--- config.mk ---
export PLATFORM = sky130hd
export DESIGN_NAME = htd_rsp_stage
export DESIGN_NICKNAME = d
export VERILOG_FILES = /design/src/hw/rtl/htd_pkg.sv /design/src/hw/rtl/htd_rsp_stage.sv
export SDC_FILE = /design/constraint.sdc
export NUM_CORES = 1
export LEC_CHECK = 0
export ABC_CLOCK_PERIOD_IN_PS = 1000
export BUFFER_PORTS_ARGS = -buffer_cell sky130_fd_sc_hd__buf_2
export CORE_AREA = 4 4 41 43
export CTS_BUF_LIST = sky130_fd_sc_hd__clkbuf_4 sky130_fd_sc_hd__clkbuf_8
export DETAILED_ROUTE_END_ITERATION = 16
export DIE_AREA = 0 0 45 47
export PLACE_DENSITY_LB_ADDON = 0.3
export SYNTH_ARGS = -nofsm -noshare
export SYNTH_HDL_FRONTEND = slang
export SYNTH_SLANG_ARGS = --single-unit
export TNS_END_PERCENT = 50
--- constraint.sdc ---
create_clock -name clock -period 1 [get_ports clock]
set_clock_uncertainty 0.05 [all_clocks]
set_input_delay 0 -clock clock [delete_from_list [all_inputs] [get_ports clock]]
set_output_delay 0 -clock clock [all_outputs]
set_load 0.05 [all_outputs]
--- src/hw/rtl/htd_pkg.sv ---
// ============================================================================
// htd_pkg
// Shared types, codes and helpers of the Huffman tree decoder core.
// ============================================================================
package htd_pkg;

   // Default size of the node memory and longest accepted code
   localparam int NODE_DEPTH_DEF  = 512;
   localparam int MAX_CODE_LENGTH = 32;

   // Stream widths
   localparam int REQ_TDATA_W = 56;
   localparam int RSP_TDATA_W = 16;

   // Request kinds carried on req_tuser
   localparam logic [1:0] REQ_CLEAR  = 2'd0;
   localparam logic [1:0] REQ_LOAD   = 2'd1;
   localparam logic [1:0] REQ_DECODE = 2'd2;

   // Sequencer states
   typedef enum logic [3:0] {
      ST_INIT,
      ST_IDLE,
      ST_CLEAR,
      ST_LD_START,
      ST_LD_WALK,
      ST_LD_ALLOC,
      ST_DC_START,
      ST_DC_STEP,
      ST_DC_LAND,
      ST_EMIT
   } state_type;

   // One result item handed to the output stage
   typedef struct packed {
      logic [7:0] symbol;
      logic       valid;
      logic       last;
      logic       halted;
      logic       overflow;
   } rsp_item_type;

   // Pick one code bit; positions past the code word read as zero
   function automatic logic code_bit(input logic [31:0] bits, input logic [5:0] pos);
      logic r;
      r = 1'b0;
      if (pos < 6'd32) begin
         r = bits[pos[4:0]];
      end
      return r;
   endfunction

endpackage

--- src/hw/rtl/htd_rsp_stage.sv ---
// ============================================================================
// htd_rsp_stage
// Output register of the result stream; it registers the sequencer items, whose
// ready still follows the downstream ready.
// ============================================================================
module htd_rsp_stage
   import htd_pkg::*;
(
   input  logic                   clock,
   input  logic                   reset,
   input  logic                   item_valid,
   output logic                   item_ready,
   input  rsp_item_type           item,
   output logic                   rsp_tvalid,
   input  logic                   rsp_tready,
   output logic [RSP_TDATA_W-1:0] rsp_tdata,
   output logic                   rsp_tuser,
   output logic                   rsp_tlast
);

   logic         valid_ff, valid_in;
   rsp_item_type item_ff, item_in;

   assign item_ready = !valid_ff || rsp_tready;

   // Load a new item when the register is empty or being drained
   always_comb begin
      valid_in = valid_ff;
      item_in  = item_ff;
      if (item_ready) begin
         valid_in = item_valid;
         if (item_valid) begin
            item_in = item;
         end
      end
   end

   always_ff @(posedge clock) begin
      if (reset) begin
         valid_ff <= 1'b0;
      end else begin
         valid_ff <= valid_in;
      end
   end

   always_ff @(posedge clock) begin
      item_ff <= item_in;
   end

   assign rsp_tvalid = valid_ff;
   assign rsp_tdata  = {6'd0, item_ff.overflow, item_ff.halted, item_ff.symbol};
   assign rsp_tuser  = item_ff.valid;
   assign rsp_tlast  = item_ff.last;

endmodule

# Yosys cells after proc, flatten, opt, wreduce, memory -nomap -nowiden
# Cells that the tools add are included.
totals:
  regBits: 13
  inputBits: 16
  output_inout_bits: 20
  wordCells: 9
op_classes:
  reduce_logical: 3
ops:
  columns: ["operator", "n"]
  rows:
  - ["AND reduction 2 bit", 1]
  - ["logical NOT 1 bit", 1]
  - ["logical OR 1 bit", 1]

# Depth between registers and ports, before layout
logic_depth:
  depth_word: 3
  depth_mapped: 2
  mapped_depth_nobuf: 2

# Worst setup path after synthesis
# Ideal clock, no wire load.
synth_path:
  path_type: "register to register"
  start: "reg valid_ff, in the netlist rsp_tvalid"
  end: "reg item_ff (netlist bit rsp_tdata[0]), enable pin"
  setup_time_ns: 0.254
  arrival_ns: 1.140
  t_required_ns: 0.696
  setup_slack_ns: -0.443
  stages_incl_launch_ff: 3
  n_path_buf: 0
  synth_period_minus_slack_ns: 1.443
  cell_sequence: "dfxtp_1 -> nand2b_4 -> and2_4"
synth_between:
  elab_chain_cells: 3
synth_lines:
  columns: ["element", "line", "source"]
  rows:
  - ["start, declared", "htd_rsp_stage.sv:21", "logic valid_ff, valid_in;"]
  - ["start signal, assigned", "htd_rsp_stage.sv:42", "valid_ff <= valid_in;"]
  - ["logical NOT 1 bit", "htd_rsp_stage.sv:24", "assign item_ready = !valid_ff || rsp_tready;"]
  - ["logical OR 1 bit", "htd_rsp_stage.sv:24", null]
  - ["named net item_ready", "htd_rsp_stage.sv:12", "output logic item_ready,"]
  - ["AND reduction 2 bit (no line)", null, null]
  - ["end signal, assigned", "htd_rsp_stage.sv:47", "item_ff <= item_in;"]
  - ["end, declared", "htd_rsp_stage.sv:22", "rsp_item_type item_ff, item_in;"]
# The timed path passes the listed nets, and every way through them passes these cells.
# A chain may end at the register's enable or synchronous reset.

# Final worst setup path
layout_path:
  start: "reg valid_ff, in the netlist rsp_tvalid"
  end: "reg item_ff (netlist bit rsp_tdata[3]), enable pin"
layout_between:
  elab_chain_cells: 3
layout_lines:
  columns: ["element", "line"]
  rows:
  - ["logical NOT 1 bit", "htd_rsp_stage.sv:24"]
  - ["logical OR 1 bit", "htd_rsp_stage.sv:24"]
  - ["AND reduction 2 bit (no line)", null]
# Every way passes these cells.

==> summary.txt <==
Status
  – Outcome: completed

Power and ir drop
  – Peak VDD IR: roughly 0.96 mV
  – P_leak: 0.369 nW
  – Post-layout power: 1.28 mW
  – Pwr/cell area: 1590 nW/µm²

Critical path
  – WP data arrival: 0.92 ns
  – Crit path largest cell delay: 0.35 ns
  – Worst setup path start: rsp_tvalid$_SDFFE_PP0P_
  – Reg2reg start: rsp_tvalid$_SDFFE_PP0P_
  – WP data required: a little over 0.9 ns
  – Crit end category: flip-flop
  – Cell with the largest stage delay on the worst path: dfxtp_4
  – Critical path class: flip-flop to flip-flop
  – CP max FO: 12
  – Reg2Reg Depth: 2
  – Critical Path, Cell by Cell: nand2b_4, and2_4
  – Reg-to-Reg End: rsp_tdata[3]$_DFFE_PP_
  – Worst setup path end: rsp_tdata[3]$_DFFE_PP_
  – Internal reg-to-reg setup slack: about 0.0029 ns
  – Startpoint types: flip-flop

STA
  – Max-slew violations: 0
  – Hold Violations, Final: 0
  – Fin worst setup slack: 0.00287 ns
  – Final setup fails: 0
  – Setup TNS: 0 ns
  – RSZ-0062 raised after global routing: yes
  – Tmin final: roughly 1.0 ns
  – Period Utilization, post-route: 99.7%
  – Fmax: 1000 MHz

Flow run
  – MaxCap Viol Count: 0

Synth
  – Warnings from Yosys: 0
  – Synthesized area: 464 µm²
  – Synth Area in Compound Gates: 1.89%
  – Netlist cell types: 8
  – Post-synthesis adder-cell area fraction: 0%
  – Avg Cell Area, Syn: between 15 and 20 µm²
  – Sequential share of the synthesized area: 81.9%
  – Cells after Synth: 24
  – Top-area cell type share of the netlist area: between 70% and 80%
  – Largest family of logic cells by synthesized area: buffers and inverters
  – Post-synthesis xor/xnor area fraction: 0%
  – Mux contribution to synthesized area: 0%
  – Simple logic cell fraction of the synthesized area: 4.85%
  – #FFs+latches synth: 13
  – Synth area leaders: edfxtp_1 78%, buf_4 9.7%, dfxtp_1 4.3%
  – Cell taking the most area after synthesis: edfxtp_1

Place
  – DP HPWL: about 690 µm
  – Placement Cell Area: 613 µm²
  – Global placer's final weighted congestion: around 0.60
  – PortBufs: 29
  – Dpl ws: 0.0116 ns

Die
  – I/O pins: 36
  – Core Region: 1300 µm²
  – Die width: 45 µm
  – Core Rows: 13
  – Die height: between 40 and 50 µm
  – Die area: around 2100 µm²
  – Starting Density: 35.7%

Final layout
  – Nets@finish: 89
  – Antenna cells: 0
  – Fill count: 112
  – Layout cell share with drive strength beyond 1: 54.2%
  – Synthesis-to-finish area growth: 73.3%
  – Final instance area: 805 µm²
  – Post-layout util: 61.8%

Global route
  – Initial antenna violation count: 0
  – Largest net degree at the start of global routing: 13
  – Vias in the first global route: 356
  – First-pass GRT wire length: 1510 µm
  – GRT Residual Overflow: 0
  – Gr usage total: 10.5%

Clocking
  – CTS HTree Levels: 1
  – Clk slew on worst S/H paths: roughly 0.08 ns
  – Root Buffer: clkbuf_4
  – Clk sinks: 13
  – CTS buffer count: 3
  – TritonCTS clock tree: done
  – Max clock buf depth: 2
  – Skew-Pair Late Insertion Delay: ~0.26 ns

Routing
  – Initial drt markers: 3
  – Drt pass-1 iters: 2
  – Final wirelength: 1030 µm
  – Number of remaining DRC errors: 0
  – Vias/cell: between 3 and 4
  – Via count: around 350
  – Avg WL per Cell: 11.9 µm
  – Post-route ant nets: 0

Hold path
  – Hold path depth: 5
  – Hold WC Path Type: primary input to flip-flop
==> power by group <==
group	switching (mW)	total, mW	internal [mW]
clock	0.155	0.336	0.181
combinational	0.210	0.304	0.0949
sequential	0.00795	0.637	0.629
total	0.373	1.28	0.906
==> state kept, by name, summed over array words and instances (netlist names) <==
name        cells
rsp_tvalid      1
rsp_tlast       1
rsp_tdata      10
rsp_tuser       1
==> kinds of logic (layout without fill, tap and decap cells) <==
kind of cell	after synthesis	count (layout)
AOI/OAI and AO/OA	1	1
buffers and inverters	7	50
DFF	13	13
other	1	6
and+or+nand+nor	2	2
==> timing repair <==
item                                    in CTS  in global routing
cloned                                       0                  0
endpoints found under the hold margin       13                  0
hold buffers                                14                  0
resized for setup                            4                  0
setup buffers                                0                  1
pin swaps                                    1                  0
endpoints found under the setup margin       1                 13
==> metal layers <==
layer,global-route usage [%],vias up,part of all wire (%)
li1,-,168,-
met2,17.8,26,49
met5,0,-,0
met4,5.26,0,0
met3,4.21,0,14
met1,11.5,151,37
==> layout make-up <==
| cell class | count | area, µm² | area share [%] |
|---|---|---|---|
| clock buffer | 4 | 30.0 | 3.73 |
| inverter | 1 | 3.75 | 0.467 |
| multi-input combinational | 9 | 53.8 | 6.69 |
| sequential | 13 | 384 | 47.7 |
| tap | 15 | 18.8 | 2.33 |
| timing repair buffer | 45 | 314 | 39.0 |
==> per-stage QoR <==
stage | hold WS, ns | instances
2_1_floorplan | 0.00327 | 29
3_3_place_gp | 0.102 | 68
3_5_place_dp | 0.103 | 68
4_1_cts | 0.0390 | 86
5_1_grt | 0.145 | 87
6_report | 0.133 | 87
==> Yosys cell counts (all sizes together) <==
cell type	n
and2	1
nand2b	1
conb	1
buf	6
inv	1
edfxtp	12
a21oi	1
dfxtp	1
==> worst max-delay path, delay by kind of cell (launching register included) <==
family           cells  cell delay [ns]
flip-flops           1             0.35
AND/OR/NAND/NOR      2             0.30
==> cells in the final DEF, fill, tap and decap left out <==
| master | n |
|---|---|
| buf_8 | 1 |
| inv_1 | 1 |
| buf_6 | 1 |
| dlygate4sd3_1 | 14 |
| buf_2 | 28 |
| clkbuf_4 | 4 |
| conb_1 | 6 |
| edfxtp_1 | 12 |
| dfxtp_4 | 1 |
| and2_4 | 1 |
| buf_4 | 1 |
| a21oi_2 | 1 |
| nand2b_4 | 1 |
==> how the worst min path moves through the flow <==
stage | to | slack, ns | start
after floorplan | rsp_tvalid$_SDFFE_PP0P_ | 0.003 | reset
after CTS | rsp_tvalid$_SDFFE_PP0P_ | 0.04 | rsp_tready
after detailed placement | rsp_tvalid$_SDFFE_PP0P_ | 0.10 | reset
final | rsp_tvalid$_SDFFE_PP0P_ | 0.13 | rsp_tready
after global placement | rsp_tvalid$_SDFFE_PP0P_ | 0.10 | reset
after global routing | rsp_tvalid$_SDFFE_PP0P_ | 0.15 | rsp_tready
Note: power is estimated with default switching activity, not from simulation.
