## config.mk

```make
export PLATFORM = sky130hd
export DESIGN_NAME = htd_seq
export DESIGN_NICKNAME = d
export VERILOG_FILES = /design/src/hw/rtl/htd_pkg.sv /design/src/hw/rtl/htd_seq.sv
export SDC_FILE = /design/constraint.sdc
export NUM_CORES = 1
export LEC_CHECK = 0
export BUFFER_PORTS_ARGS = -buffer_cell sky130_fd_sc_hd__buf_2
export CAP_MARGIN = 20
export CORE_ASPECT_RATIO = 1.25
export CORE_MARGIN = 3
export CORE_UTILIZATION = 55
export CTS_CLUSTER_SIZE = 16
export DETAILED_ROUTE_END_ITERATION = 10
export PLACE_DENSITY = 0.85
export SYNTH_ARGS = -nofsm -noshare
export SYNTH_HDL_FRONTEND = slang
export SYNTH_SLANG_ARGS = --single-unit
```

## constraint.sdc

```tcl
create_clock -name clock -period 6.3 [get_ports clock]
set_clock_uncertainty 0.05 [all_clocks]
set_input_delay 0.63 -clock clock [delete_from_list [all_inputs] [get_ports clock]]
set_output_delay 0.63 -clock clock [all_outputs]
set_load 0.02 [all_outputs]
```

## src/hw/rtl/htd_pkg.sv

```systemverilog
// ============================================================================
// htd_pkg
// Shared types, codes and helpers of the Huffman tree decoder core.
// ============================================================================
package htd_pkg;

   // Default size of the node memory and longest accepted code
   localparam int NODE_DEPTH_DEF  = 512;
   localparam int MAX_CODE_LENGTH = 32;

   // Stream widths
   localparam int REQ_TDATA_W = 56;
   localparam int RSP_TDATA_W = 16;

   // Request kinds carried on req_tuser
   localparam logic [1:0] REQ_CLEAR  = 2'd0;
   localparam logic [1:0] REQ_LOAD   = 2'd1;
   localparam logic [1:0] REQ_DECODE = 2'd2;

   // Sequencer states
   typedef enum logic [3:0] {
      ST_INIT,
      ST_IDLE,
      ST_CLEAR,
      ST_LD_START,
      ST_LD_WALK,
      ST_LD_ALLOC,
      ST_DC_START,
      ST_DC_STEP,
      ST_DC_LAND,
      ST_EMIT
   } state_type;

   // One result item handed to the output stage
   typedef struct packed {
      logic [7:0] symbol;
      logic       valid;
      logic       last;
      logic       halted;
      logic       overflow;
   } rsp_item_type;

   // Pick one code bit; positions past the code word read as zero
   function automatic logic code_bit(input logic [31:0] bits, input logic [5:0] pos);
      logic r;
      r = 1'b0;
      if (pos < 6'd32) begin
         r = bits[pos[4:0]];
      end
      return r;
   endfunction

endpackage

```

## src/hw/rtl/htd_seq.sv

```systemverilog
// ============================================================================
// htd_seq
// Request sequencer: clears the tree, walks and extends it for code loads,
// and steps through it bit by bit for decodes, one node read at a time.
// ============================================================================
module htd_seq
   import htd_pkg::*;
#(
   parameter int NODE_DEPTH = NODE_DEPTH_DEF
) (
   input  logic                                clock,
   input  logic                                reset,
   // request item
   input  logic                                req_valid,
   output logic                                req_ready,
   input  logic [1:0]                          req_kind,
   input  logic [7:0]                          symbol,
   input  logic [5:0]                          code_length,
   input  logic [31:0]                         code_bits,
   input  logic [7:0]                          data_byte,
   // node memory
   output logic                                mem_rd_en,
   output logic [$clog2(NODE_DEPTH)-1:0]       mem_rd_addr,
   input  logic [2*$clog2(NODE_DEPTH)+7:0]     mem_rd_data,
   output logic                                mem_wr_en,
   output logic [$clog2(NODE_DEPTH)-1:0]       mem_wr_addr,
   output logic [2*$clog2(NODE_DEPTH)+7:0]     mem_wr_data,
   // result item
   output logic                                item_valid,
   input  logic                                item_ready,
   output rsp_item_type                        item
);

   localparam int LW   = $clog2(NODE_DEPTH);
   localparam int EW   = 2 * LW + 8;
   localparam int NUW  = $clog2(NODE_DEPTH + 1);
   localparam int SW   = NUW + 7;
   localparam int L_LO = 8;
   localparam int R_LO = 8 + LW;

   state_type        state_ff, state_in;
   logic [7:0]       sym_ff, sym_in;
   logic [5:0]       len_ff, len_in;
   logic [31:0]      bits_ff, bits_in;
   logic [7:0]       byte_ff, byte_in;
   logic [5:0]       pos_ff, pos_in;
   logic [5:0]       rem_ff, rem_in;
   logic [3:0]       bits_left_ff, bits_left_in;
   logic [LW-1:0]    node_ff, node_in;
   logic [EW-1:0]    par_ff, par_in;
   logic [NUW-1:0]   nodes_used_ff, nodes_used_in;
   logic [LW-1:0]    cur_ff, cur_in;
   logic             halted_ff, halted_in;
   logic             ovf_ff, ovf_in;
   logic [3:0]       cnt_ff, cnt_in;
   logic [2:0]       idx_ff, idx_in;
   logic [7:0]       sym_buf_ff [8];
   logic [7:0]       sym_buf_in [8];

   logic [LW-1:0]    rd_left, rd_right, rd_child, new_node;
   logic [7:0]       rd_sym;
   logic             ld_bit, child_sel, rd_is_leaf;
   logic [SW-1:0]    need_sum;
   logic             overflow_hit, code_bad, item_last;

   // Field views of the node just read
   assign rd_sym     = mem_rd_data[7:0];
   assign rd_left    = mem_rd_data[L_LO +: LW];
   assign rd_right   = mem_rd_data[R_LO +: LW];
   assign rd_is_leaf = (rd_left == '0) && (rd_right == '0);
   assign ld_bit     = code_bit(bits_ff, pos_ff);
   assign child_sel  = (state_ff == ST_LD_WALK) ? ld_bit : byte_ff[7];
   assign rd_child   = child_sel ? rd_right : rd_left;
   assign new_node   = nodes_used_ff[LW-1:0];

   // Room check for the nodes still missing on the load path
   assign need_sum     = SW'(nodes_used_ff) + SW'(rem_ff);
   assign overflow_hit = need_sum > SW'(NODE_DEPTH);
   assign code_bad     = (len_ff == 6'd0) || (int'(len_ff) > MAX_CODE_LENGTH);

   assign item_last = (cnt_ff == 4'd0) || ({1'b0, idx_ff} == (cnt_ff - 4'd1));

   // Next state
   always_comb begin
      state_in = state_ff;
      unique case (state_ff)
         ST_INIT: begin
            state_in = ST_IDLE;
         end
         ST_IDLE: begin
            if (req_valid) begin
               case (req_kind)
                  REQ_CLEAR:  state_in = ST_CLEAR;
                  REQ_LOAD:   state_in = ST_LD_START;
                  REQ_DECODE: state_in = ST_DC_START;
                  default:    state_in = ST_EMIT;
               endcase
            end
         end
         ST_CLEAR: begin
            state_in = ST_EMIT;
         end
         ST_LD_START: begin
            state_in = code_bad ? ST_EMIT : ST_LD_WALK;
         end
         ST_LD_WALK: begin
            if (rem_ff == 6'd0) begin
               state_in = ST_LD_ALLOC;
            end else if (rd_child != '0) begin
               state_in = ST_LD_WALK;
            end else if (overflow_hit) begin
               state_in = ST_EMIT;
            end else begin
               state_in = ST_LD_ALLOC;
            end
         end
         ST_LD_ALLOC: begin
            state_in = (rem_ff == 6'd0) ? ST_EMIT : ST_LD_ALLOC;
         end
         ST_DC_START: begin
            state_in = halted_ff ? ST_EMIT : ST_DC_STEP;
         end
         ST_DC_STEP: begin
            if ((bits_left_ff == 4'd0) || (rd_child == '0)) begin
               state_in = ST_EMIT;
            end else begin
               state_in = ST_DC_LAND;
            end
         end
         ST_DC_LAND: begin
            state_in = ST_DC_STEP;
         end
         ST_EMIT: begin
            if (item_ready && item_last) begin
               state_in = ST_IDLE;
            end
         end
         default: begin
            state_in = ST_INIT;
         end
      endcase
   end

   // Datapath and memory controls
   always_comb begin
      sym_in        = sym_ff;
      len_in        = len_ff;
      bits_in       = bits_ff;
      byte_in       = byte_ff;
      pos_in        = pos_ff;
      rem_in        = rem_ff;
      bits_left_in  = bits_left_ff;
      node_in       = node_ff;
      par_in        = par_ff;
      nodes_used_in = nodes_used_ff;
      cur_in        = cur_ff;
      halted_in     = halted_ff;
      ovf_in        = ovf_ff;
      cnt_in        = cnt_ff;
      idx_in        = idx_ff;
      sym_buf_in    = sym_buf_ff;
      mem_rd_en     = 1'b0;
      mem_rd_addr   = '0;
      mem_wr_en     = 1'b0;
      mem_wr_addr   = node_ff;
      mem_wr_data   = par_ff;
      req_ready     = 1'b0;
      item_valid    = 1'b0;
      item          = '0;

      unique case (state_ff)
         ST_INIT, ST_CLEAR: begin
            // empty the root; nodes above the fill count are never read
            mem_wr_en     = 1'b1;
            mem_wr_addr   = '0;
            mem_wr_data   = '0;
            nodes_used_in = NUW'(1);
            cur_in        = '0;
            halted_in     = 1'b0;
         end
         ST_IDLE: begin
            req_ready = 1'b1;
            if (req_valid) begin
               sym_in  = symbol;
               len_in  = code_length;
               bits_in = code_bits;
               byte_in = data_byte;
               ovf_in  = 1'b0;
               cnt_in  = 4'd0;
               idx_in  = 3'd0;
            end
         end
         ST_LD_START: begin
            pos_in      = len_ff - 6'd1;
            rem_in      = len_ff;
            node_in     = '0;
            mem_rd_en   = ~code_bad;
            mem_rd_addr = '0;
         end
         ST_LD_WALK: begin
            // follow existing links; stop at the first missing one
            if (rem_ff == 6'd0) begin
               par_in = mem_rd_data;
            end else if (rd_child != '0) begin
               node_in     = rd_child;
               mem_rd_en   = 1'b1;
               mem_rd_addr = rd_child;
               rem_in      = rem_ff - 6'd1;
               pos_in      = pos_ff - 6'd1;
            end else if (overflow_hit) begin
               ovf_in = 1'b1;
            end else begin
               par_in = mem_rd_data;
            end
         end
         ST_LD_ALLOC: begin
            // link one fresh node per cycle, then place the symbol
            mem_wr_en   = 1'b1;
            mem_wr_addr = node_ff;
            if (rem_ff == 6'd0) begin
               mem_wr_data[7:0] = sym_ff;
            end else begin
               if (ld_bit) begin
                  mem_wr_data[R_LO +: LW] = new_node;
               end else begin
                  mem_wr_data[L_LO +: LW] = new_node;
               end
               nodes_used_in = nodes_used_ff + NUW'(1);
               node_in       = new_node;
               par_in        = '0;
               rem_in        = rem_ff - 6'd1;
               pos_in        = pos_ff - 6'd1;
            end
         end
         ST_DC_START: begin
            if (!halted_ff) begin
               mem_rd_en    = 1'b1;
               mem_rd_addr  = cur_ff;
               bits_left_in = 4'd8;
            end
         end
         ST_DC_STEP: begin
            // take one bit from the current node; a missing branch halts
            if (bits_left_ff != 4'd0) begin
               if (rd_child == '0) begin
                  halted_in = 1'b1;
               end else begin
                  cur_in       = rd_child;
                  mem_rd_en    = 1'b1;
                  mem_rd_addr  = rd_child;
                  byte_in      = {byte_ff[6:0], 1'b0};
                  bits_left_in = bits_left_ff - 4'd1;
               end
            end
         end
         ST_DC_LAND: begin
            // on a leaf: record the symbol and restart from the root
            if (rd_is_leaf) begin
               sym_buf_in[cnt_ff[2:0]] = rd_sym;
               cnt_in                  = cnt_ff + 4'd1;
               cur_in                  = '0;
               mem_rd_en               = 1'b1;
               mem_rd_addr             = '0;
            end
         end
         ST_EMIT: begin
            item_valid    = 1'b1;
            item.symbol   = (cnt_ff == 4'd0) ? 8'd0 : sym_buf_ff[idx_ff];
            item.valid    = (cnt_ff != 4'd0);
            item.last     = item_last;
            item.halted   = halted_ff;
            item.overflow = ovf_ff;
            if (item_ready) begin
               idx_in = idx_ff + 3'd1;
            end
         end
         default: begin
         end
      endcase
   end

   // Control registers
   always_ff @(posedge clock) begin
      if (reset) begin
         state_ff      <= ST_INIT;
         nodes_used_ff <= NUW'(1);
         cur_ff        <= '0;
         halted_ff     <= 1'b0;
         ovf_ff        <= 1'b0;
         cnt_ff        <= 4'd0;
         idx_ff        <= 3'd0;
         rem_ff        <= 6'd0;
         bits_left_ff  <= 4'd0;
      end else begin
         state_ff      <= state_in;
         nodes_used_ff <= nodes_used_in;
         cur_ff        <= cur_in;
         halted_ff     <= halted_in;
         ovf_ff        <= ovf_in;
         cnt_ff        <= cnt_in;
         idx_ff        <= idx_in;
         rem_ff        <= rem_in;
         bits_left_ff  <= bits_left_in;
      end
   end

   // Payload registers
   always_ff @(posedge clock) begin
      sym_ff     <= sym_in;
      len_ff     <= len_in;
      bits_ff    <= bits_in;
      byte_ff    <= byte_in;
      pos_ff     <= pos_in;
      node_ff    <= node_in;
      par_ff     <= par_in;
      sym_buf_ff <= sym_buf_in;
   end

endmodule

```

# ---- Yosys cells after proc, flatten, opt, wreduce, memory -nomap -nowiden
# Index checks and enable logic that the tools add are counted.
dict set report totals {
  ff_bits 201
  latch_bits 0
  mem_bits_rw 0
  rom_bits 0
  memories 0
}
dict set report op_classes {
  add_sub_neg 9
  mul 0
  div 0
  n_lt_le_gt_ge 7
  n_eq_ne 27
  shift 0
  mux 91
  bitwise_logic 3
  n_reduce_logical 43
}
# op n
set ops {}
lappend ops {{$mux W9} 15}
lappend ops {{$mux W26} 4}
lappend ops {{$pmux W26 S2} 2}
lappend ops {{$pmux W9 S3} 3}
lappend ops {{$bwmux W64} 1}
lappend ops {{$mux W8} 8}
lappend ops {{$mux W4} 13}
lappend ops {{$pmux W4 S10} 1}
lappend ops {{$mux W6} 6}
lappend ops {{$pmux W6 S3} 2}
lappend ops {{$logic_not A9 Y1} 3}
lappend ops {{$bmux W8 S3} 1}
lappend ops {{$demux W8 S3} 1}
lappend ops {{$ne A2 B2 Y1 const B} 12}
lappend ops {{$pmux W10 S2} 1}
lappend ops {{$reduce_and A4 Y1} 5}
lappend ops {{$mux W1} 19}
lappend ops {{$mux W18} 1}
lappend ops {{$sub A6 B1 Y6 const B} 3}
lappend ops {{$eq A4 B3 Y1 const B} 4}
lappend ops {{$pmux W4 S2} 2}
lappend ops {{$pmux W8 S2} 1}
lappend ops {{$reduce_bool A2 Y1} 8}
lappend ops {{$logic_not A4 Y1} 3}
lappend ops {{42 further kinds} 61}

# ---- Depth between registers and ports, before layout
# Gate-level depths: netlist of run 1.
dict set report depth {
  word_depth 9
  mapped_depth 11
  ltp_nobuf 11
}

# ---- Worst setup path after synthesis of run 1
# No wires, ideal clock.
dict set report synth_timing {
  path_kind {reg-to-reg}
  start {reg pos_ff[1]}
  end {reg par_ff[0] (enable)}
  setup_time_ns 0.449
  t_arrival_ns 4.188
  required_ns 5.801
  path_slack_ns 1.612
  stages_incl_launch_ff 10
  path_buffers 2
  path_cell_list {edfxtp_1 -> buf_6 -> mux4_2 -> mux2i_1 -> a221oi_2 -> a32oi_2 -> buf_4 -> mux2i_1 -> a211oi_1 -> a211oi_1}
}
dict set report synth_via {
  elab_chain_len 8
  word_cells_on_any_way 9
  classes_between {order compare (1); eq/ne (1); mux (5); reduce/logical (2)}
}
# item line_no
set synth_rtl {}
lappend synth_rtl {{start: declaration} htd_seq.sv:46} ;# logic [5:0] pos_ff, pos_in;
lappend synth_rtl {{start signal: assignment} htd_seq.sv:313} ;# pos_ff <= pos_in;
lappend synth_rtl {{$bmux W1 S5} htd_pkg.sv:48} ;# r = bits[pos[4:0]];
lappend synth_rtl {{$mux W1 (implied by the code)} htd_pkg.sv:48}
lappend synth_rtl {{$mux W1 *} htd_pkg.sv:47} ;# if (pos < 6'd32) begin
lappend synth_rtl {{$mux W1 *} htd_seq.sv:72} ;# assign child_sel = (state_ff == ST_LD_WALK) ? ld_bit : byte_ff[7];
lappend synth_rtl {{$mux W9 *} htd_seq.sv:73} ;# assign rd_child = child_sel ? rd_right : rd_left;
lappend synth_rtl {{$reduce_bool A9 Y1 *} htd_seq.sv:204} ;# end else if (rd_child != '0) begin
lappend synth_rtl {{$ne A3 B3 Y1 (no source line) *} --}
lappend synth_rtl {{$reduce_and A4 Y1 (no source line) *} --}
lappend synth_rtl {{end signal: assignment} htd_seq.sv:315} ;# par_ff <= par_in;
lappend synth_rtl {{end: declaration} htd_seq.sv:50} ;# logic [EW-1:0] par_ff, par_in;
# Every way passes the cells marked *; elsewhere a longest branch is shown, timed or not. The select of a mux whose other input is x is not followed.
# A chain may end at the register's enable or synchronous reset.

# ---- Final worst setup path of run 1
dict set report layout_timing {
  start {reg state_ff[2]}
  end {out mem_rd_en}
}
dict set report layout_via {
  elab_chain_len 7
  word_cells_on_any_way 14
  classes_between {eq/ne (5); mux (7); reduce/logical (2)}
}
# item line_no
set layout_rtl {}
lappend layout_rtl {{start: declaration} htd_seq.sv:41} ;# state_type state_ff, state_in;
lappend layout_rtl {{start signal: assignment} htd_seq.sv:295} ;# state_ff <= state_in;
lappend layout_rtl {{$eq A4 B3 Y1} {htd_seq.sv:72, htd_seq.sv:171}}
lappend layout_rtl {{$mux W1} htd_seq.sv:72}
lappend layout_rtl {{$mux W9} htd_seq.sv:73}
lappend layout_rtl {{$logic_not A9 Y1 / $reduce_bool A9 Y1 (equally long branches)} {htd_seq.sv:245, htd_seq.sv:204}}
lappend layout_rtl {{$mux W1 (on tied branches)} {htd_seq.sv:245, htd_seq.sv:204}}
lappend layout_rtl {{$mux W1 (on tied branches)} {htd_seq.sv:244, htd_seq.sv:202}}
lappend layout_rtl {{$pmux W1 S5 *} htd_seq.sv:171} ;# unique case (state_ff)
lappend layout_rtl {{end: declaration} htd_seq.sv:22} ;# output logic mem_rd_en,
# Every way passes the cells marked *; elsewhere a longest branch is shown, timed or not.

==> summary.md, run 1 <==
| Metric | Value |
|---|---|
| Number of enable flip-flop cells after synthesis | 159 |
| Share of cells above drive strength 1 | 24.0% |
| Slowest-stage cell, CP | a32oi_2 |
| CORE AREA | 17,000 um^2 |
| Kind of critical path | reg2out |
| Worst VDD drop | 239 uV |
| Die height | 154 um |
| Wire length per cell | 19.2 um |
| Crit-path cells | nor3b_4 > nand2b_1 > a32oi_2 > mux2_4 > o21ai_1 > nand4_1 > buf_2 |
| Total global-route track usage | a little under a quarter |
| Inserted Diodes | 0 |
| Crit path required time | 5.62 ns |
| Vias in the first global route | approximately 6,700 |
| 1st-iter DRT viols | 524 |
| CTS clk-pin slew, worst paths | 0.06 ns |
| Largest net degree at the start of global routing | 52 |
| 1st-pass router iterations | 7 |
| Main synth FF type | edfxtp_1 |
| Period utilisation layout | around three quarters |
| Initial Utilization | 56.6% |
| Clock Latency Late Sink | 0.49 ns |
| R2r setup slk | 2.05 ns |
| Post-Layout Cell Count | 1,175 |
| Post-Route WL | 22,500 um |
| Critical Path Fanout Max | 19 |
| Die W | 124 um |
| Worst-Margin Slew | about 1.1 ns |
| # Max-Cap Violations | 0 |
| Yosys warnings | 0 |
| Min Tclk post-route | 4.78 ns |
| Synth Area in Simple Gates | 15.7% |
| Yosys cell types | 70 |
| GP Congestion | around 0.95 |
| Number of post-CTS setup repair buffers | 0 |
| Synthesized area | 9610 um^2 |
| DRC viols | 0 |
| Critical Path Stages | 7 |
| Grt total ovfl | 0 |
| Post-synthesis mux area share | 8.15% |
| Seq/Total Area, Yosys | between 50 and 60% |
| Synth area leaders | edfxtp_1 (50%), dfxtp_1 (8.8%), mux4_2 (5.2%), nand2_1 (3.4%), nor2b_1 (2.7%) |
| First-pass GRT wire length | 35,100 um |
| Placed Cells incl. Taps | 1,136 |
| Post-Synth XOR/XNOR Area | 1.64% |
| Synthesis-to-finish area growth | 16.4% |
| Largest delay share family, worst path | simple AND/OR/NAND/NOR gates |
| Die area | between 15,000 and 20,000 um^2 |
| Synth top cells by count | edfxtp_1 (159), nand2_1 (87), nor2_1 (61) |
| Average vias per placed instance | a little under 6 |
| Max stage delay on crit path | 0.79 ns |
| R2r worst-path depth | 7 |
| Post-route antenna net violation count | 0 |
| FFs w/ async S/R, synth | 0% |
| Leakage | 4.20 nW |
| Cell with the most instances after synthesis | edfxtp_1 |
| Syn Area/Cell | between 10 and 15 um^2 |
| Fill cell count | 1,260 |
| Gates resized, CTS repair | 0 |
| Post-synth top area share | 49.7% |
| H-tree levels | 1 |
| FP Rows | 53 |
| Syn Inst Count | between 800 and 900 |
| Rel. slew slack | between 20 and 30% |
| Main combinational cell family by area after synthesis | simple AND/OR/NAND/NOR gates |
| Critical path data arrival time | 4.10 ns |
| Total CTS buffers | 21 |
| Tot Pwr | about 3.7 mW |
| Hold Buf Count CTS | 0 |
| Worst Setup End Kind | primary output |
| Post-DP HPWL | about 16,000 um |
| Ports | 146 |
| Synth Net Count | 912 |
| Clock root buffer | clkbuf_16 |
| Largest area contributor in the netlist | edfxtp_1 |
| Setup TNS | 0 ns |
| Longest Clk Path Bufs | 3 |
| Max-slew violations | 0 |
| Crit path launch type | register |
| Sink Count | 201 |
| Vias after detailed routing | 6,955 |
| Fmax | about 210 MHz |
| # nets final | ~1,000 |
| Initial antenna violation count | 0 |
| RSZ-0062 raised after global routing | no |
| Setup violators final | 0 |
| Run status | complete, no violations |
| Post-synthesis compound-gate area fraction | 10.5% |
| Port Buffers | 145 |
| Post-Synth Adder-Cell Area | about 2.3% |
| #FFs+latches synth | 201 |
| Worst min-delay path category | in2reg |
| Final hold viol count | 0 |
| P per Cell Area | 332 nW/um^2 |
| Worst hold path depth | 1 |
| Crit path buffers/inverters | 1 |
| TritonCTS clock tree | done |
==> per-layer routing <==
| metal | global-route usage (%) | vias to the layer above | part of all wire, % |
|---|---|---|---|
| met5 | 0 | - | 0 |
| met4 | 7.68 | 0 | 2.9 |
| met3 | 2.81 | 52 | 6.5 |
| met2 | 42.5 | 318 | 54 |
| met1 | 27.3 | 3339 | 37 |
| li1 | - | 3246 | - |
==> sequential cells by signal, summed over array words and instances, names as in the netlist, 3 cells and up <==
register,cells
bits_ff,32
bits_left_ff,4
byte_ff,8
cnt_ff,4
cur_ff,9
idx_ff,3
len_ff,6
node_ff,9
nodes_used_ff,10
par_ff,26
pos_ff,6
rem_ff,6
state_ff,4
sym_buf_ff,64
sym_ff,8
==> cell usage in the layout, fill, tap and decap left out, drive strengths merged, types with 20 or more instances in the layout <==
cell and count:
nand2 87, mux2i 25, nor2 62, o21ai 42
inv 29, a21oi 31, dfxtp 42, mux4 22
edfxtp 159, buf 156, clkbuf 24, nor3 20
nor2b 41
==> final cells by class <==
cell class	count	area (um^2)	share of cell area (%)
flip-flops and latches	201	5620	50.2
multi-input cells	533	3690	33.0
repair buffers	156	828	7.40
clock buffers	24	547	4.89
well taps	220	275	2.46
clock inverters	13	123	1.10
inverters	28	105	0.939
==> path summary, 6_finish.rpt <==
check	from	endpoint
worst max register to register	state_ff[2]	rem_ff[0]
worst min register to register	ovf_ff	ovf_ff
worst max-delay path	state_ff[2]	mem_rd_en
worst min-delay path	symbol[6]	sym_ff[6]
==> per-stage QoR <==
step	util, %	setup slack, ns	area (um^2)	hold slack [ns]
2_1_floorplan	-	1.61	9610	0.379
3_3_place_gp	61.8	2.18	10500	0.393
3_5_place_dp	61.8	2.10	10500	0.398
4_1_cts	65.7	1.53	11200	0.244
5_1_grt	65.9	1.31	11200	0.246
6_report	65.9	1.52	11200	0.258
==> kinds of logic after synthesis <==
family,Yosys count
simple gates,298
flops,201
compound gates,150
buf+inv,76
mux,50
xor+xnor,18
fa+ha+maj,17
==> power breakdown <==
| group | switching [mW] | total, mW | internal [mW] |
|---|---|---|---|
| sequential | 0.0676 | 1.64 | 1.57 |
| combinational | 0.566 | 0.880 | 0.314 |
| clock | 0.490 | 1.20 | 0.706 |
| total | 1.12 | 3.72 | 2.59 |
Note: power is estimated with default switching activity, not from simulation.
==> run 2: changes to the inputs <==
==> constraint.sdc (replaced) <==
create_clock -name clock -period 4.4 [get_ports clock]
set_clock_uncertainty 0.05 [all_clocks]
set_input_delay 0.44 -clock clock [delete_from_list [all_inputs] [get_ports clock]]
set_output_delay 0.44 -clock clock [all_outputs]
set_load 0.02 [all_outputs]
==> run 2 against run 1 <==
  * Via count shrank 1.4%
  * Power grew 40%
  * Routed wire length grew 0.97%
  * Critical path type unchanged
==> summary.md, run 2 (synthesis gave the netlist of run 1 again) <==
| Metric | Value |
|---|---|
| Run status | complete, no violations |
| Grt total ovfl | 0 (unchanged) |
| Post-Layout Cell Count | 1,180 (+0.43%) |
| Most frequent cells in the layout | edfxtp_1 (159), buf_2 (145), nand2_1 (87), nor2_1 (61), dfxtp_1 (42) |
| Vias after detailed routing | 6,855 (-1.4%) |
| Reg with most FFs | sym_buf_ff |
| Ports | 146 (unchanged) |
| Placed Cells incl. Taps | 1,144 (+0.70%) |
| H-tree levels | 1 (unchanged) |
| Setup violators final | 0 (unchanged) |
| Post-route antenna net violation count | 0 (unchanged) |
| Total CTS buffers | 20 (-4.8%) |
| Wire length per cell | 19.3 um (+0.54%) |
| Worst min-delay path category | in2reg |
| FP Rows | 53 (unchanged) |
| Kind of critical path | reg2out |
| Final hold viol count | 0 (unchanged) |
| Share of cells above drive strength 1 | 23.7% (-0.31 points) |
| # nets final | 1,048 (+0.48%) |
| GP Congestion | 0.921 (-2.7%) |
| CTS clk-pin slew, worst paths | 0.06 ns (about the same) |
| R2r setup slk | 0.75 ns (-1.30 ns) |
| Tightest hold margin | 0.0704 ns (-0.188 ns) |
| Worst VDD drop | 384 uV (+60%) |
| Average vias per placed instance | 5.81 (-1.9%) |
| Period utilisation layout | 91.8% |
| Longest Clk Path Bufs | 3 (unchanged) |
| Worst Setup End Kind | primary output |
| 1st-pass router iterations | 5 (-2) |
| R2R Path Start | pos_ff[1] |
| Post-DP HPWL | 16,500 um (+2.1%) |
| Synthesis-to-finish area growth | 16.0% |
| Die height | 154 um (unchanged) |
| Worst hold path depth | 1 (unchanged) |
| Crit path launch type | register |
| TritonCTS clock tree | done |
| Fmax | approximately 250 MHz |
| Top flop regs | sym_buf_ff (64), bits_ff (32), par_ff (26) |
| Critical Path Fanout Max | 11 (-8) |
| Max-slew violations | 0 (unchanged) |
| First-pass GRT wire length | 36,600 um (+4.4%) |
| Leakage | 4.18 nW (-0.56%) |
| Initial Utilization | 56.6% (unchanged) |
| Final core utilization | 65.7% (-0.24 points) |
| DRC viols | 0 (unchanged) |
| RSZ-0062 raised after global routing | no |
| # Max-Cap Violations | 0 (unchanged) |
| Clock root buffer | clkbuf_16 |
| Setup TNS | 0 ns (unchanged) |
| Largest net degree at the start of global routing | 35 (-33%) |
| Port Buffers | 145 (unchanged) |
| Hold Crit Start | symbol[1] |
| Critical path data arrival time | 3.55 ns (-0.55 ns) |
| Clock Latency Late Sink | 0.50 ns (about the same) |
| Number of post-CTS setup repair buffers | 0 (unchanged) |
| Sink Count | 201 (unchanged) |
| R2r worst-path depth | 9 (+2) |
| Commonest non-fill, non-tap cell in the layout | edfxtp_1 |
| Gates resized, CTS repair | 0 (unchanged) |
| CORE AREA | 17,000 um^2 (unchanged) |
| Hold Buf Count CTS | 0 (unchanged) |
| Total global-route track usage | 23.6% (+0.79 points) |
| Die area | 19,100 um^2 (unchanged) |
| Worst-Margin Slew | 0.950 ns (-0.103 ns) |
| Hold Path End | sym_ff[1] |
| Max reg flops | 64 (unchanged) |
| Min Tclk post-route | 4.04 ns |
| Crit Reg-Reg Endpoint | par_ff[0] |
| Rel. slew slack | 36.6% (+6.9 points) |
| Vias in the first global route | 6,935 (+3.8%) |
| Post-Route WL | 22,700 um (+0.97%) |
| P per Cell Area | 467 nW/um^2 (+41%) |
| 1st-iter DRT viols | 545 (+4.0%) |
| Die W | 124 um (unchanged) |
| Initial antenna violation count | 1 (+1) |
| Crit path required time | 3.91 ns (-1.71 ns) |
run 2: cell types whose count changed in the layout (fill, tap and decap cells not counted), moves of 2 or more:
cell	change
buf_4	+7
clkbuf_1	+6
clkinv_2	-4
clkinv_4	-2
run 2: cell type report:
class / count / area [um^2]
Sequential cell: 201 / 5620
Clock buffer: 28 / 531
Fill cell: 1237 / 5830
Tap cell: 220 / 275
Timing Repair Buffer: 162 / 853
Multi-Input combinational cell: 533 / 3690
Clock inverter: 7 / 70.1
Antenna cell: 1 / 2.50
Inverter: 28 / 105
run 2: worst max path at each step:
stage,slack [ns],to,cells after the start,start
CTS,0.36,mem_rd_en,8,pos_ff[1]
global route,0.23,mem_rd_en,8,pos_ff[1]
floorplan,0.60,par_ff[0],9,pos_ff[1]
detailed placement,0.76,par_ff[23],9,pos_ff[1]
finish,0.36,mem_rd_en,8,pos_ff[1]
global placement,0.91,par_ff[14],9,pos_ff[1]
run 2: routing by layer:
metal	GRT usage (%)	routed length (um)	up-vias
met5	0	0	-
met4	7.05	620	0
met3	3.58	1430	53
met2	43.8	12200	282
met1	28.4	8520	3266
li1	-	-	3254
run 2: critical path, cell delays in order (launching register included):
cell and delay, ns:
edfxtp_1 0.63, mux4_2 0.58, o22ai_1 0.23, o211ai_2 0.14
a32oi_2 0.30, mux2_4 0.40, o21ai_1 0.31, nand4_1 0.25
buf_2 0.23
run 2: report_power, final:
part           leakage, nW  total, mW  switching [mW]  internal, mW
Combinational         2.11       1.26           0.807         0.457
Clock                0.286       1.58           0.681         0.903
Sequential            1.78       2.36           0.111          2.25
run 2: metrics by stage:
step                      power [mW]  setup WS [ns]  area, um^2
final                           5.21          0.359       11100
after global routing            5.44          0.226       11100
after CTS                       5.23          0.365       11100
after detailed placement        3.65          0.757       10500
after global placement          3.62          0.909       10500
after floorplan                 3.24          0.595        9610
